File: src/design/mpa_opq.sv
// Small FIFO carrying classified vertices from the front end to the back end.
`default_nettype none

module mpa_opq #(
    parameter int WIDTH = 84,
    parameter int DEPTH = 4
) (
    input  wire logic             aclk,
    input  wire logic             aresetn,
    input  wire logic             push,
    input  wire logic [WIDTH-1:0] push_data,
    input  wire logic             pop,
    output logic                  full,
    output logic                  head_valid,
    output logic      [WIDTH-1:0] head_data
);
    localparam int PTR_W = (DEPTH > 1) ? $clog2(DEPTH) : 1;
    localparam int CNT_W = $clog2(DEPTH + 1);

    logic [WIDTH-1:0] mem_reg [DEPTH];
    logic [PTR_W-1:0] wr_ptr_reg, wr_ptr_next;
    logic [PTR_W-1:0] rd_ptr_reg, rd_ptr_next;
    logic [CNT_W-1:0] count_reg, count_next;
    logic             pop_en;

    function automatic logic [PTR_W-1:0] ptr_inc(input logic [PTR_W-1:0] p);
        return (p == PTR_W'(DEPTH - 1)) ? '0 : p + PTR_W'(1);
    endfunction

    assign full       = (count_reg == CNT_W'(DEPTH));
    assign head_valid = (count_reg != '0);
    assign head_data  = mem_reg[rd_ptr_reg];
    assign pop_en     = pop && head_valid;

    always_comb begin
        wr_ptr_next = push   ? ptr_inc(wr_ptr_reg) : wr_ptr_reg;
        rd_ptr_next = pop_en ? ptr_inc(rd_ptr_reg) : rd_ptr_reg;
        count_next  = count_reg + CNT_W'(push) - CNT_W'(pop_en);
    end

    always_ff @(posedge aclk) begin
        if (!aresetn) begin
            wr_ptr_reg <= '0;
            rd_ptr_reg <= '0;
            count_reg  <= '0;
        end else begin
            wr_ptr_reg <= wr_ptr_next;
            rd_ptr_reg <= rd_ptr_next;
            count_reg  <= count_next;
        end
        if (push) begin
            mem_reg[wr_ptr_reg] <= push_data;
        end
    end

endmodule

`default_nettype wire

File: config.mk
export PLATFORM = sky130hd
export DESIGN_NAME = mpa_opq
export DESIGN_NICKNAME = d
export VERILOG_FILES = /design/src/design/mpa_opq.sv
export SDC_FILE = /design/constraint.sdc
export NUM_CORES = 1
export LEC_CHECK = 0
export ABC_AREA = 0
export BUFFER_PORTS_ARGS = -buffer_cell sky130_fd_sc_hd__buf_4
export CAP_MARGIN = 20
export CORE_MARGIN = 3
export CORE_UTILIZATION = 57
export DETAILED_ROUTE_END_ITERATION = 8
export GPL_ROUTABILITY_DRIVEN = 0
export GPL_TIMING_DRIVEN = 1
export MAX_ROUTING_LAYER = met4
export PLACE_DENSITY = 0.79
export SYNTH_ARGS = -nofsm -noshare
export SYNTH_HDL_FRONTEND = slang
export SYNTH_SLANG_ARGS = --single-unit
export TNS_END_PERCENT = 50
File: constraint.sdc
create_clock -name aclk -period 3.8 [get_ports aclk]
set_input_delay 0.76 -clock aclk [delete_from_list [all_inputs] [get_ports aclk]]
set_output_delay 0.76 -clock aclk [all_outputs]
set_load 0.01 [all_outputs]
; Yosys cells after proc, flatten, opt, wreduce, memory -nomap -nowiden
; Memories as Yosys holds them, arrays and structs flattened. A register that Yosys moved wholly into a read port is not among the register bits.
; Cells that the tools add are included.
[totals]
out_inout_bits = 86
wordCells = 19
inputBits = 88
mem_count = 1
regBits = 7
ramBits = 336
[mem_list]
columns = memory, words, width, read_ports, rd_ports_with_merged_regs, wr, line
row1 = mem_reg, 4, 84, 1, 1, 1, 20  ; logic [WIDTH-1:0] mem_reg [DEPTH];
[classes]
add_sub_neg = 4
n_eq_ne = 3
n_reduce_logical = 2
mux = 6
[ops]
columns = operator, n
row1 = $mux 2, 4
row2 = $add 2x1->2 const B, 2
row3 = $eq 2x2->1 const B, 2
row4 = $add 3x1->3, 1
row5 = $eq 3x3->1 const B, 1
row6 = $reduce_bool 3->1, 1
row7 = $sub 3x1->3, 1
row8 = $mux 1, 2
row9 = $logic_and 1x1->1, 1

; Logic depth before layout (Yosys ltp)
[depth]
ltp_word = 4
ltp_mapped = 6
ltp_nobuf = 6

; Worst setup path before layout
; No wires, ideal clock.
[synth_path]
kind = input -> register
from = in push
to = mem mem_reg[0][0] (enable)
required_time_ps = 3349
path_stages = 1
arrival_time_ps = 2712
setup_slack_ps = 636
cell_sequence = and2_1
[synth_between]
elab_chain_len = 2
[synth_rtl]
columns = item, line
row1 = start: declaration, 10  ; input wire logic push,
row2 = $mux 1, 51  ; if (push) begin
row3 = $mux 1 (implied by the code), 52  ; mem_reg[wr_ptr_reg] <= push_data;
row4 = end: declaration, 20
; Every way passes these cells.

==> flow_metrics.tcl <==
set metrics [dict create \
    cts_root_buf "clkbuf_16" \
    wire_per_inst_um 23.6 \
    fin_cells 983 \
    vias 5702 \
    timing.rr.end "count_reg[2]" \
    grt_start_max_net_pins 53 \
    firstDrtPassIters 4 \
    ys_warn_count 0 \
    largest_reg_flops 336 \
    cts_sinks 345 \
    drtIter0Drc 447 \
    gr-usage-all-layers_pct 20.2 \
    grt_pass1_vias 6337 \
    rsz0062_at_grt "no" \
    cp_data_required_time_ns 3.04 \
    netlist_area_um2 12600 \
    setup_tns_ns 0 \
    holdBufCountCts 0 \
    switching_share_pct 23.1 \
    pwr-share-clk_pct 32.9 \
    synth_edf_count 336 \
    place_inst 922 \
    r2r-start "count_reg[0]" \
    layout_setup_ws_ns 0.751 \
    fin_nets 778 \
    layout_commonest_cell "edfxtp_1" \
    critPathCapture "head_data[64]" \
    multi_input_area_um2 2200 \
    synth.avg_cell_area_um2 26.1 \
    via_per_inst 5.80 \
    setup_viol 0 \
    vdd_ir_drop_max_uv 450 \
    insertion_delay_ns 0.49 \
    crit_arrival_ns 2.29 \
    p_seq_share_pct 48.8 \
    synthDistinctLibCells 22 \
    min_period_ns 3.05 \
    hold_violations 0 \
    min_period_over_period_pct 80.2 \
    synthArstFlopShare_pct 0 \
    postCtsSetupBuffers 0 \
    cts_resized 0 \
    core_um2 21400 \
    power_density_nw_per_um2 602 \
    grt_overflow 0 \
    max_freq_ghz 0.328 \
    dpl_worst_slack_ns 1.21 \
    maxCapViolCount 0 \
    seq_area_um2 10300 \
    worstPathMaxFanout 31 \
    antenna_found_initial 1 \
    cts_tree "done" \
    start_kind "register" \
    synth_seq_cells 345 \
    ff2ff_path_depth 6 \
    final_cell_mix "336 x edfxtp_1, 175 x buf_4, 84 x mux4_2" \
    status "finished clean" \
    drv_slew 0 \
    numPortBuffers 173 \
    relSlewSlack_pct 45.4 \
    fillers 1270 \
    worstHoldPathType "input port to register" \
    p_switching_mw 2.13 \
    drive_gt1_share_pct 44.8 \
    die_h_um 155 \
    place.detailed.hpwl_um 14000 \
    ys.flop_type "edfxtp_1" \
    leakagePower_nw 5.17 \
    wirelength_um 23200 \
    timing.hold.ws_ns 0.465 \
    critPathKind "register to primary output" \
    p_comb_share_pct 18.3 \
    path_clk_slew_ns 0.06 \
    die_w_um 155 \
    tightestPinTransition_ns 0.819 \
    ant_nets 0 \
    drc 0 \
    finClkSkew_ns 0.00955 \
    grt_pass1_wl_um 35800 \
    start_util_pct 59.1 \
    end_kind "primary output" \
    cts_max_path_buffers 3 \
    numCtsBuffers 34 \
    netlist_instances 484 \
    ys_seq_area_share_pct 81.4 \
    rows 53 \
    areaGrowthSynthToFinish_pct 21.3 \
    r2r_slack_ns 1.50 \
    dieArea_um2 23900 \
    p_int_mw 7.08 \
    cts.htree.levels 2 \
    io_pins 174 \
    synth_nets 579 \
]
-- area by class of cell --
class / instances / share of cell area (%)
Antenna cell: 1 / 0.0164
Clock inverter: 14 / 0.385
Tap cell: 275 / 2.25
Timing Repair Buffer: 181 / 9.38
Clock buffer: 46 / 6.28
Sequential cell: 345 / 67.2
Multi-Input combinational cell: 117 / 14.4
Inverter: 4 / 0.0982
-- metrics by stage --
stage	util, %	area (um2)	power [mW]
CTS	71.6	15300	9.31
floorplan	-	12600	5.54
global route	71.6	15300	9.56
detailed placement	66.8	14300	6.29
finish	71.6	15300	9.21
global placement	66.8	14300	6.23
-- worst min path at each step --
stage / cells after the start / from / to / slack (ns)
4_1_cts: 1 / push_data[41] / mem_reg[3][41] / 0.45
3_3_place_gp: 2 / rd_ptr_reg[1] / rd_ptr_reg[1] / 0.47
2_1_floorplan: 2 / rd_ptr_reg[1] / register / 0.46
6_report: 1 / push_data[79] / mem_reg[2][79] / 0.47
3_5_place_dp: 2 / rd_ptr_reg[1] / register / 0.52
5_1_grt: 1 / push_data[41] / mem_reg[0][41] / 0.44
-- per-layer routing --
| layer | share of wire (%) | global-route usage, % | vias up |
|---|---|---|---|
| met5 | 0 | - | - |
| met4 | 2.4 | 5.63 | 0 |
| met3 | 6.3 | 4.50 | 48 |
| met2 | 52 | 33.1 | 204 |
| met1 | 40 | 26.2 | 2970 |
| li1 | - | - | 2480 |
-- synth_stat cells (3+ instances only) --
cell type	n	area, um2
ha_1	6	75.1
mux2i_1	6	60.1
buf_2	7	35.0
and2_1	6	37.5
dfxtp_1	9	180
edfxtp_1	336	10100
mux4_2	84	1890
inv_1	4	15.0
buf_6	7	78.8
nand2_1	3	11.3
-- worst max-delay path: stages, from the launching register on --
cell and delay [ns]:
dfxtp_4 0.69, buf_12 0.32, mux4_2 0.59, buf_4 0.17
-- logic make-up (layout without fill, tap and decap cells) --
logic type	Yosys count	in the layout	share of synthesized area (%)
compound gates	2	2	0.139
mux	90	90	15.5
simple gates	17	17	0.794
flops	345	345	81.4
fa+ha+maj	7	7	0.754
buf+inv	22	245	1.20
xor+xnor	1	1	0.189
other cells	0	1	0
-- power by group through the flow --
stage	clock network, mW	logic, mW	registers [mW]
2_1_floorplan	0	1.06	4.48
3_3_place_gp	0	1.67	4.56
3_5_place_dp	0	1.71	4.58
4_1_cts	3.09	1.72	4.50
5_1_grt	3.24	1.80	4.51
6_report	3.03	1.69	4.49
(Power assumes the default switching activity.)
