==> config.mk <==
export PLATFORM = sky130hd
export DESIGN_NAME = mpa_front
export DESIGN_NICKNAME = d
export VERILOG_FILES = /design/src/design/mpa_pkg.sv /design/src/design/mpa_front.sv
export SDC_FILE = /design/constraint.sdc
export NUM_CORES = 1
export LEC_CHECK = 0
export BUFFER_PORTS_ARGS = -buffer_cell sky130_fd_sc_hd__buf_2
export CAP_MARGIN = 40
export CORE_MARGIN = 1
export CORE_UTILIZATION = 40
export CTS_BUF_LIST = sky130_fd_sc_hd__clkbuf_16
export CTS_CLUSTER_DIAMETER = 60
export DETAILED_ROUTE_END_ITERATION = 10
export HOLD_SLACK_MARGIN = 0.12
export PLACE_DENSITY = 0.92
export SETUP_SLACK_MARGIN = 0.5
export SYNTH_ARGS = -nofsm -noshare
export SYNTH_HDL_FRONTEND = slang
export SYNTH_SLANG_ARGS = --single-unit
==> constraint.sdc <==
create_clock -name aclk -period 3.6 [get_ports aclk]
set_input_delay 0.72 -clock aclk [delete_from_list [all_inputs] [get_ports aclk]]
set_output_delay 0.72 -clock aclk [all_outputs]
set_load 0.005 [all_outputs]
==> src/design/mpa_pkg.sv <==
// Shared types, constants and saturating arithmetic for the polygon area unit.
`default_nettype none

package mpa_pkg;

    localparam int SUM_W      = 64;
    localparam int OPQ_DEPTH  = 4;
    localparam int RESQ_DEPTH = 4;

    localparam logic [SUM_W-1:0] SUM_MAX = {1'b0, {(SUM_W-1){1'b1}}};
    localparam logic [SUM_W-1:0] SUM_MIN = {1'b1, {(SUM_W-1){1'b0}}};

    // What a vertex does to the open part and polygon
    typedef enum logic [1:0] {
        KIND_FIRST,     // no polygon open: vertex opens one
        KIND_CONT,      // same part: one more shoelace edge
        KIND_PART,      // new part in the same polygon
        KIND_POLY       // new polygon: previous one is emitted
    } op_kind_t;

    typedef struct packed {
        op_kind_t kind;
        logic     hole;
        logic     last;
    } op_ctl_t;

    typedef struct packed {
        logic [SUM_W-1:0] value;
        logic             sat;
    } sat_sum_t;

    typedef struct packed {
        logic we0;
        logic we1;
    } res_wr_t;

    // Two's complement add clamped to the signed 64-bit range
    function automatic sat_sum_t sat_add(input logic [SUM_W-1:0] a, input logic [SUM_W-1:0] b);
        sat_sum_t         res;
        logic [SUM_W-1:0] r;
        r         = a + b;
        res.value = r;
        res.sat   = 1'b0;
        if (!a[SUM_W-1] && !b[SUM_W-1] && r[SUM_W-1]) begin
            res.value = SUM_MAX;
            res.sat   = 1'b1;
        end else if (a[SUM_W-1] && b[SUM_W-1] && !r[SUM_W-1]) begin
            res.value = SUM_MIN;
            res.sat   = 1'b1;
        end
        return res;
    endfunction

endpackage

`default_nettype wire

==> src/design/mpa_front.sv <==
// Front end: accepts vertex beats and classifies them against the open part and polygon.
`default_nettype none

module mpa_front #(
    parameter int COORD_BITS = 24,
    parameter int ID_BITS    = 16
) (
    input  wire logic                         aclk,
    input  wire logic                         aresetn,
    input  wire logic                         s_valid,
    output logic                              s_ready,
    input  wire logic signed [COORD_BITS-1:0] s_x,
    input  wire logic signed [COORD_BITS-1:0] s_y,
    input  wire logic        [ID_BITS-1:0]    s_pol,
    input  wire logic        [ID_BITS-1:0]    s_part,
    input  wire logic                         s_hole,
    input  wire logic                         s_last,
    input  wire logic                         q_full,
    output logic                              op_push,
    output mpa_pkg::op_ctl_t                  op_ctl,
    output logic signed      [COORD_BITS-1:0] op_x,
    output logic signed      [COORD_BITS-1:0] op_y,
    output logic             [ID_BITS-1:0]    op_pol_old,
    output logic             [ID_BITS-1:0]    op_pol_new
);
    import mpa_pkg::*;

    logic               started_reg, started_next;
    logic [ID_BITS-1:0] open_pol_reg, open_part_reg;
    logic               accept;
    op_kind_t           kind;

    assign s_ready = !q_full;
    assign accept  = s_valid && !q_full;

    always_comb begin
        if (!started_reg) begin
            kind = KIND_FIRST;
        end else if (s_pol != open_pol_reg) begin
            kind = KIND_POLY;
        end else if (s_part != open_part_reg) begin
            kind = KIND_PART;
        end else begin
            kind = KIND_CONT;
        end
        started_next = accept ? !s_last : started_reg;
    end

    assign op_push     = accept;
    assign op_ctl.kind = kind;
    assign op_ctl.hole = s_hole;
    assign op_ctl.last = s_last;
    assign op_x        = s_x;
    assign op_y        = s_y;
    assign op_pol_old  = open_pol_reg;
    assign op_pol_new  = s_pol;

    always_ff @(posedge aclk) begin
        if (!aresetn) begin
            started_reg   <= 1'b0;
            open_pol_reg  <= '0;
            open_part_reg <= '0;
        end else begin
            started_reg <= started_next;
            if (accept) begin
                open_pol_reg  <= s_pol;
                open_part_reg <= s_part;
            end
        end
    end

`ifndef NO_ASSERTIONS
    a_last_closes : assert property (@(posedge aclk) disable iff (!aresetn)
        (accept && s_last) |=> !started_reg)
        else $error("data set end did not close the open polygon");
`endif

endmodule

`default_nettype wire

# After elaboration in Yosys (flattened, before gate mapping)
# Index checks and enable logic that the tools add are counted.
[word_totals] ff_bits=33 input_bits=86 output_inout_bits=86 elab_cells=11
[op_classes] eq_ne=2 muxes=3 n_reduce_logical=3
[op_table] operator="inequality test 16 bit" n=2
[op_table] operator="two-way mux 2 bit" n=3
[op_table] operator="zero test 1 bit" n=2
[op_table] operator="logical AND 1 bit" n=1

# Longest topological paths before layout
[logic_depth] depth_word=4 ltp_mapped=6 mapped_depth_nobuf=5

# Worst setup path before layout
# Ideal clock, no wire load.
[synth_path] kind="input-to-output" start="input port s_part[12]" end="output port op_ctl[3] (netlist bit)" arrival_time_ns=1.669 t_required_ns=2.880 path_slack_ns=1.211 cell_stages=4 n_path_buf=0 cell_sequence="xor2_1 nor4_1 nand4_1 o41a_1"
[synth_rtl] item="start, declared" line="mpa_front.sv:15" text="input wire logic [ID_BITS-1:0] s_part,"
[synth_rtl] item="end, declared" line="mpa_front.sv:20" text="output mpa_pkg::op_ctl_t op_ctl,"

==> results.sh <==
export IMPL_fin_skew_ps=0
export IMPL_synth_xor_area_frac=0.136
export IMPL_wl_mm=4.41
export IMPL_dieArea_um2=5450
export IMPL_tns_ps=0
export IMPL_synth_top_family_by_area="buffers and inverters"
export IMPL_die_y_um=73.8
export IMPL_power_density_nw_per_um2=428
export IMPL_grt_max_degree=35
export IMPL_fin_util=0.441
export IMPL_cts_hold_buffers=0
export IMPL_final_common_cell="buf_2"
export IMPL_cts_root_buf="clkbuf_16"
export IMPL_rows=25
export IMPL_cp_startpoint="s_part[5]"
export IMPL_finalNonFillerCells=330
export IMPL_critPathMaxFanout=2
export IMPL_core_area_um2=4850
export IMPL_crit_path_frequent_cell="buf_2"
export IMPL_p_leak_nw=0.993
export IMPL_pwr_share_comb=0.136
export IMPL_vias_per_cell=4.70
export IMPL_cts_buffer_depth=2
export IMPL_rsz0062_at_grt="no"
export IMPL_cts_resized_gates=0
export IMPL_grt_overflow_total=0
export IMPL_dp_slack_ps=660
export IMPL_worstReg2RegStart="open_part_reg[2]"
export IMPL_layout_drive_gt1_share=0.312
export IMPL_ant_nets=0
export IMPL_post_cts_buffers=0
export IMPL_arrival_ps=2230
export IMPL_final_cell_mix="buf_2 (73), nand2_1 (67), dfxtp_1 (33)"
export IMPL_hpwlAfterDp_mm=3.35
export IMPL_setup_viol=0
export IMPL_path_cells="buf_2, xor2_1, nor4_1, nand4_1, o41a_1, buf_2"
export IMPL_maxCapViolations=0
export IMPL_synthMuxAreaShare=0
export IMPL_gp_congestion=0.659
export IMPL_fin_nets=348
export IMPL_numClockSinks=33
export IMPL_status="completed"
export IMPL_required_ps=2880
export IMPL_clkTransAtPathRegs_ps=50
export IMPL_fin_area_um2=2140
export IMPL_finalCriticalPeriod_ps=2950
export IMPL_syn_instance_count=255
export IMPL_netlist_area_um2=2060
export IMPL_io_buffers=73
export IMPL_post_dp_cell_area_um2=2000
export IMPL_start_kind="input port"
export IMPL_die_w_um=73.8
export IMPL_synthAdderAreaFrac=0
export IMPL_grt_pass1_wl_mm=6.31
export IMPL_hold_viol=0
export IMPL_yosys_warnings=0
export IMPL_cp_slowest_cell="o41a_1"
export IMPL_grt_total_usage=0.159
export IMPL_synth_cell_types=16
export IMPL_synth_compound_area_share=0.131
export IMPL_place_inst=322
export IMPL_cts_tree="done"
export IMPL_drt_iter0_drc=40
export IMPL_drcViolationCount=0
export IMPL_syn_to_final_growth_pct=3.52
export IMPL_grt_pass1_vias=1393
export IMPL_tightest_slew_ps=498
export IMPL_drv_slew=0
export IMPL_avgRoutedWirePerCell_um=13.4
export IMPL_period_share=0.818
export IMPL_cts_buffers=5
export IMPL_p_clk_frac=0.432
export IMPL_start_util=0.426
export IMPL_hold_start="open_part_reg[15]"
export IMPL_ys_seq_area_frac=0.320
export IMPL_holdWs_ps=473
export IMPL_syn_nets=341
export IMPL_relSlewSlack=0.668
export IMPL_htreeDepth=2
export IMPL_p_switching_mw=0.222
export IMPL_drt_pass1_iter_count=4
export IMPL_cp_slowest_stage_delay_ps=510
export IMPL_clock_latency_ps=270
export IMPL_synth_seq_cells=33
export IMPL_max_freq_ghz=0.340
export IMPL_io_pins=172
export IMPL_p_total_mw=0.915
export IMPL_layout_setup_ws_ps=655
export IMPL_internal_power_mw=0.693
export IMPL_share_seq_of_total_power=0.433
export IMPL_path_class="input port to output port"
export IMPL_n_antenna_cell=0
export IMPL_antenna_found_initial=0
export IMPL_hp_class="register to register"
export IMPL_endpoint_kind="output port"
export IMPL_peakVddDrop_mv=0.236
export IMPL_vias=1552
export IMPL_p_sw_frac=0.242
export IMPL_synthSimpleGateAreaFrac=0.151
export IMPL_syn_area_per_cell_um2=8.10
path summary, 6_finish.rpt:
check	endpoint	slack [ps]	depth (start not counted)
max	op_ctl[3]	650	6
min	open_part_reg[15]	470	2
max reg2reg	open_part_reg[2]	2900	2
min reg2reg	open_part_reg[15]	470	2
cells by family (layout without fill, tap and decap cells):
family                 after synthesis  count (layout)
flip-flops                          33              33
AO/OA/AOI/OAI                       35              35
buffers and inverters               78              86
XOR/XNOR                            32              32
AND/OR/NAND/NOR                     77              77
layout make-up:
type | instances | area [um2]
Fill cell | 474 | 2710
Multi-Input combinational cell | 144 | 862
Sequential cell | 33 | 661
Timing Repair Buffer | 75 | 380
Clock buffer | 5 | 125
Tap cell | 67 | 83.8
Clock inverter | 3 | 13.8
Inverter | 3 | 11.3
worst max-delay path, delay by kind of cell:
family,cells,cell delay (ps)
AOI/OAI and AO/OA,1,510
xor gates and xnor gates,1,140
buffers and inverters,2,250
and+or+nand+nor,2,590
power by group through the flow:
stage,sequential [mW],combinational [mW],clock (mW)
global route,0.398,0.140,0.428
finish,0.396,0.124,0.395
CTS,0.396,0.126,0.411
detailed placement,0.403,0.126,0
global placement,0.402,0.123,0
floorplan,0.403,0.119,0
synthesized netlist by cell type:
library cell	instances	area (um2)
nor2_1	1	3.75
a21boi_0	32	240
buf_4	66	495
dfxtp_1	33	661
clkbuf_1	8	30.0
xor2_1	24	210
clkinv_1	1	3.75
a41oi_1	1	8.76
o211a_1	1	10.0
o41a_1	1	11.3
buf_2	1	5.00
nand2_1	67	251
inv_1	2	7.51
xnor2_1	8	70.1
nor4_1	6	37.5
nand4_1	3	18.8
layer usage:
| metal | vias up | share of wire | track usage |
|---|---|---|---|
| met4 | 0 | 0.015 | 0.0406 |
| met2 | 82 | 0.52 | 0.304 |
| li1 | 764 | - | - |
| met3 | 7 | 0.077 | 0.0645 |
| met5 | - | 0 | 0 |
| met1 | 699 | 0.38 | 0.157 |
Power figures use the tool's default switching activity.
