<file path="config.mk">
export PLATFORM = sky130hd
export DESIGN_NAME = mpa_resq
export DESIGN_NICKNAME = d
export VERILOG_FILES = /design/src/design/mpa_pkg.sv /design/src/design/mpa_resq.sv
export SDC_FILE = /design/constraint.sdc
export NUM_CORES = 1
export LEC_CHECK = 0
export BUFFER_PORTS_ARGS = -buffer_cell sky130_fd_sc_hd__buf_4
export CAP_MARGIN = 5
export CORE_MARGIN = 5
export CORE_UTILIZATION = 51
export DETAILED_ROUTE_END_ITERATION = 8
export PLACE_DENSITY = 0.8
export SLEW_MARGIN = 20
export SYNTH_ARGS = -nofsm -noshare
export SYNTH_HDL_FRONTEND = slang
export SYNTH_SLANG_ARGS = --single-unit
</file>
<file path="constraint.sdc">
create_clock -name aclk -period 9.05 [get_ports aclk]
set_input_delay 1.81 -clock aclk [delete_from_list [all_inputs] [get_ports aclk]]
set_output_delay 1.81 -clock aclk [all_outputs]
set_load 0.02 [all_outputs]
</file>
<file path="src/design/mpa_pkg.sv">
// Shared types, constants and saturating arithmetic for the polygon area unit.
`default_nettype none

package mpa_pkg;

    localparam int SUM_W      = 64;
    localparam int OPQ_DEPTH  = 4;
    localparam int RESQ_DEPTH = 4;

    localparam logic [SUM_W-1:0] SUM_MAX = {1'b0, {(SUM_W-1){1'b1}}};
    localparam logic [SUM_W-1:0] SUM_MIN = {1'b1, {(SUM_W-1){1'b0}}};

    // What a vertex does to the open part and polygon
    typedef enum logic [1:0] {
        KIND_FIRST,     // no polygon open: vertex opens one
        KIND_CONT,      // same part: one more shoelace edge
        KIND_PART,      // new part in the same polygon
        KIND_POLY       // new polygon: previous one is emitted
    } op_kind_t;

    typedef struct packed {
        op_kind_t kind;
        logic     hole;
        logic     last;
    } op_ctl_t;

    typedef struct packed {
        logic [SUM_W-1:0] value;
        logic             sat;
    } sat_sum_t;

    typedef struct packed {
        logic we0;
        logic we1;
    } res_wr_t;

    // Two's complement add clamped to the signed 64-bit range
    function automatic sat_sum_t sat_add(input logic [SUM_W-1:0] a, input logic [SUM_W-1:0] b);
        sat_sum_t         res;
        logic [SUM_W-1:0] r;
        r         = a + b;
        res.value = r;
        res.sat   = 1'b0;
        if (!a[SUM_W-1] && !b[SUM_W-1] && r[SUM_W-1]) begin
            res.value = SUM_MAX;
            res.sat   = 1'b1;
        end else if (a[SUM_W-1] && b[SUM_W-1] && !r[SUM_W-1]) begin
            res.value = SUM_MIN;
            res.sat   = 1'b1;
        end
        return res;
    endfunction

endpackage

`default_nettype wire

</file>
<file path="src/design/mpa_resq.sv">
// Result queue: takes up to two results a cycle, hands out one beat at a time.
`default_nettype none

module mpa_resq #(
    parameter int WIDTH = 82,
    parameter int DEPTH = 4
) (
    input  wire logic             aclk,
    input  wire logic             aresetn,
    input  wire mpa_pkg::res_wr_t wr,
    input  wire logic [WIDTH-1:0] d0,
    input  wire logic [WIDTH-1:0] d1,
    input  wire logic             pop,
    output logic                  room,
    output logic                  head_valid,
    output logic      [WIDTH-1:0] head_data
);
    import mpa_pkg::*;

    localparam int PTR_W = (DEPTH > 1) ? $clog2(DEPTH) : 1;
    localparam int CNT_W = $clog2(DEPTH + 1);

    logic [WIDTH-1:0] mem_reg [DEPTH];
    logic [PTR_W-1:0] wr_ptr_reg, wr_ptr_next, wr_ptr_inc;
    logic [PTR_W-1:0] rd_ptr_reg, rd_ptr_next;
    logic [CNT_W-1:0] count_reg, count_next;
    logic             pop_en;

    function automatic logic [PTR_W-1:0] ptr_inc(input logic [PTR_W-1:0] p);
        return (p == PTR_W'(DEPTH - 1)) ? '0 : p + PTR_W'(1);
    endfunction

    // room for two writes whatever the reader does this cycle
    assign room       = (count_reg <= CNT_W'(DEPTH - 2));
    assign head_valid = (count_reg != '0);
    assign head_data  = mem_reg[rd_ptr_reg];
    assign pop_en     = pop && head_valid;

    always_comb begin
        wr_ptr_inc  = ptr_inc(wr_ptr_reg);
        wr_ptr_next = wr.we1 ? ptr_inc(wr_ptr_inc) : (wr.we0 ? wr_ptr_inc : wr_ptr_reg);
        rd_ptr_next = pop_en ? ptr_inc(rd_ptr_reg) : rd_ptr_reg;
        count_next  = count_reg + CNT_W'(wr.we0) + CNT_W'(wr.we1) - CNT_W'(pop_en);
    end

    always_ff @(posedge aclk) begin
        if (!aresetn) begin
            wr_ptr_reg <= '0;
            rd_ptr_reg <= '0;
            count_reg  <= '0;
        end else begin
            wr_ptr_reg <= wr_ptr_next;
            rd_ptr_reg <= rd_ptr_next;
            count_reg  <= count_next;
        end
        if (wr.we0) begin
            mem_reg[wr_ptr_reg] <= d0;
        end
        if (wr.we1) begin
            mem_reg[wr_ptr_inc] <= d1;
        end
    end

`ifndef NO_ASSERTIONS
    a_pair_order : assert property (@(posedge aclk) disable iff (!aresetn)
        wr.we1 |-> wr.we0)
        else $error("second result written without the first");
    a_no_overrun : assert property (@(posedge aclk) disable iff (!aresetn)
        wr.we0 |-> (count_reg <= CNT_W'(DEPTH - 2)))
        else $error("result written without room for a pair");
    a_count_step : assert property (@(posedge aclk) disable iff (!aresetn)
        (!wr.we0 && !pop_en) |=> $stable(count_reg))
        else $error("result count moved with no write and no read");
`endif

endmodule

`default_nettype wire

</file>
Yosys cells after proc, flatten, opt, wreduce, memory -nomap -nowiden:

Memory sizes are Yosys's and may differ from the RTL's. A register that Yosys moved wholly into a read port is not among the register bits.
Index checks and enable logic that the tools add are counted.

* register bits: 7
* bits in writable memories: 328
* word-level logic and storage cells: 28
* memories kept: 1

* $add $sub $neg: 6
* order comparisons: 1
* equality and inequality tests: 3
* muxes and demuxes: 11
* reductions and logical operators: 3

Memories
* mem_reg: words 4, bits a word 82, rd ports 1, clocked after memory_dff 1, write ports 2, line mpa_resq.sv:23 `logic [WIDTH-1:0] mem_reg [DEPTH];`

Operators by type and width (number)
* two-way mux 2 bit: 7
* adder 2 x 1 -> 2 bit (second input constant): 3
* adder 3 x 1 -> 3 bit: 2
* equality test 2 bit (second input constant): 3
* two-way mux 1 bit: 4
* <= comparator 3 x 2 -> 1 bit (second input constant): 1
* nonzero test 3 bit: 1
* subtractor 3 x 1 -> 3 bit: 1
* nonzero test 2 bit: 1
* logical AND 1 bit: 1

Longest topological paths before layout:

* depth in word-level cells: 5
* depth in mapped cells: 8

Worst setup path before layout:

No wires, ideal clock.

* kind: in2reg
* start point: input wr[0] (netlist name)
* end point: memory mem_reg[0][0], enable pin
* arrival time: 4.074 ns
* required time: 8.607 ns
* setup slack: 4.533 ns
* stages: 5
* buffers on the path: 3
* cells stage by stage: buf_6 -> nand2_4 -> buf_12 -> buf_8 -> nand2_1

RTL lines
* start: declaration: line mpa_resq.sv:10 `input wire mpa_pkg::res_wr_t wr,`
* end: declaration: line mpa_resq.sv:23

==> out/metrics.cfg <==
[critical_path]
r2r_end=mem_reg[2][81]
cp.required_ns=7.24
cp_slowest_cell=dfxtp_4
r2r.worst_path.cells=4
critPathKind=flip-flop to output pin
worstPathArrival_ns=2.86
crit_chain=buf_6, mux4_2, buf_4
start_kind=flip-flop
crit_fanout=50
setup.worst_path.end_class=output pin
cp_top_family=buffers and inverters
r2r_slack_ns=5.85
timing.rr.start=wr_ptr_reg[0]
worstPathBufferInverterCount=2
cpPeakStageDelay_ns=0.79

[placed_design]
port_buffers=252
dp.cells=1514
place.gp.congestion=0.752
placed_cell_area_sq_mm=0.0196
hpwl_um=24200

[routing]
drt_first_iter_violations=446
drtPass1Iterations=6
top_layer=met5
drc=0
avgRoutedWirePerCell_um=24.3
met3_length_um=3290
vias=8886
wl_um=38500
drtAntennaViolNets=0
met2_length_um=18700
viasPerCell=5.62
drt-met1-wl_um=15700

[pwr]
p_leak_nw=8.38
vdd_drop_max_uv=154
power.density_mw_per_mm2=229

[clock_network]
cts_resized=0
post-cts-setup-buffer-count=0
cts_buffer_depth=3
cts_buffers=38
clk_latency_ns=0.51
h-tree-depth=2
cts_root_buf=clkbuf_16
cts.clk_slew.worst_paths_ns=0.06
clock-sinks=337
cts_tree=done
postCtsHoldBufs=0

[yosys]
synth_seq_cells=337
syn_inst=856
syn_nets=1035
synth.distinct_cells=25
syn_avg_cell_area_sq_um=20.8
seq_area_frac_synth=0.563
netlist_area_sq_mm=0.0178
ys_warn_count=0

[floorplanning]
fp.coreArea_sq_mm=0.0345
ios=253
die_h_um=197
num_rows=68
fp.dieW_um=197
start_util=0.515
die-area_sq_mm=0.0387

[final_layout]
area_growth_pct=16.4
final_util=0.600
drive_above_1_share=0.648
largest_register_ffs=328
fin_area_sq_mm=0.0207
num_antenna_cells=0
stdcell_count=1581
finalNetCount=1278

[timing]
finalSetupTns_ns=0
final_max_slew_viol_count=0
setup_viol=0
period_share=0.516
fmax_mhz=214
period_minus_slack_ns=4.67
skew_ns=0.0101
tightest_slew_ns=1.03
finalHoldViolCount=0
rsz0062_at_grt=false
relSlewSlack=0.311

[grt]
grt_use_total=0.196
grt_max_degree=84
grt_first_pass_wirelength_um=58400
overflow=0
grt_pass1_vias=9670
antenna_found_initial=6

[flow_run]
maxCapViolCount=0

[min_path]
min_path_cells=2
hold_path_class=flip-flop to flip-flop
worstHoldStart=rd_ptr_reg[0]

[status]
outcome=completed

worst max path at each step:
stage / start / endpoint / slack, ns / cells after the start
finish: flip-flop / head_data[64] / 4.38 / 3
global route: flip-flop / head_data[73] / 4.10 / 3
CTS: flip-flop / head_data[69] / 3.97 / 3
detailed placement: wr[0] / mem_reg[2][24] / 4.40 / 4
global placement: wr[0] / mem_reg[3][24] / 4.45 / 4
floorplan: wr[0] / mem_reg[0][0] / 4.53 / 5
synthesized netlist by cell type:
master,instances,area share
buf_8,1,0.00084
o21ai_0,4,0.0011
inv_1,8,0.0017
nand2_1,11,0.0023
fa_1,2,0.0022
ha_1,8,0.0056
mux4_2,82,0.10
a21boi_0,1,0.00042
nor4b_1,1,0.00049
nand3_1,2,0.00056
nand2_4,4,0.0025
mux2_4,276,0.23
edfxtp_1,328,0.55
and2_1,3,0.0011
nor2_1,3,0.00063
xnor2_1,2,0.00098
buf_6,10,0.0063
dfxtp_1,9,0.010
a21oi_1,2,0.00056
a21o_1,1,0.00042
buf_2,12,0.0034
buf_12,31,0.035
mux2_2,53,0.034
clkbuf_1,1,0.00021
o31ai_1,1,0.00042
kinds of logic (layout without fill, tap and decap cells):
family	count (synthesis)	count (layout)	synth area share
muxes	411	411	0.370
AOI/OAI and AO/OA	9	9	0.00295
adders and majority gates	10	10	0.00787
and+or+nand+nor	24	24	0.00759
xor gates and xnor gates	2	2	0.000984
buffers and inverters	63	333	0.0473
DFF	337	337	0.563
per-layer routing:
metal	track usage	up-vias
li1	-	3967
met1	0.262	4542
met2	0.319	307
met3	0.0622	58
met4	0.0385	12
met5	0	-
power by group:
group | switching (mW) | leakage [nW] | internal (mW)
Combinational | 0.639 | 4.67 | 0.670
Clock | 0.598 | 0.562 | 0.830
Sequential | 0.0852 | 3.15 | 1.92
layout by cell type, fill, tap and decap left out:
| cell type | count |
|---|---|
| clkinv_1 | 9 |
| o31ai_1 | 1 |
| inv_1 | 8 |
| nand3_1 | 2 |
| ha_1 | 8 |
| nor2_1 | 3 |
| clkbuf_1 | 7 |
| clkbuf_16 | 38 |
| a21boi_0 | 1 |
| nand2_8 | 4 |
| clkinv_2 | 7 |
| mux2_2 | 53 |
| xnor2_1 | 2 |
| dfxtp_4 | 2 |
| mux2_4 | 276 |
| mux4_2 | 82 |
| dfxtp_1 | 7 |
| and2_1 | 3 |
| nand2_4 | 4 |
| bufinv_16 | 2 |
| inv_6 | 2 |
| fa_1 | 2 |
| clkinv_8 | 1 |
| nor4b_1 | 1 |
| clkinvlp_4 | 1 |
| edfxtp_1 | 328 |
| a21o_1 | 1 |
| o21ai_0 | 4 |
| a21oi_1 | 2 |
| buf_6 | 2 |
| buf_4 | 256 |
| nand2_1 | 7 |
through the flow:
| stage | total power, mW | setup slack [ns] | hold slack, ns |
|---|---|---|---|
| 6_report | 4.74 | 4.38 | 0.521 |
| 5_1_grt | 4.94 | 4.10 | 0.590 |
| 4_1_cts | 4.79 | 3.97 | 0.531 |
| 3_5_place_dp | 3.36 | 4.40 | 0.533 |
| 3_3_place_gp | 3.33 | 4.45 | 0.493 |
| 2_1_floorplan | 2.93 | 4.53 | 0.478 |
area by class of cell:
cell class / count / area, sq um
clock inverters: 22 / 170
flip-flops and latches: 337 / 10000
well taps: 455 / 569
multi-input cells: 456 / 7000
repair buffers: 258 / 1940
clock buffers: 45 / 977
inverters: 8 / 30.0
fillers: 2586 / 13800
tightest hold or removal path: cells and delay by family, from the launching register on:
| kind | cells | cell delay, ns |
|---|---|---|
| AOI/OAI and AO/OA | 1 | 0.09 |
| and+or+nand+nor | 1 | 0.06 |
| DFF | 1 | 0.32 |
Power figures use the tool's default switching activity.
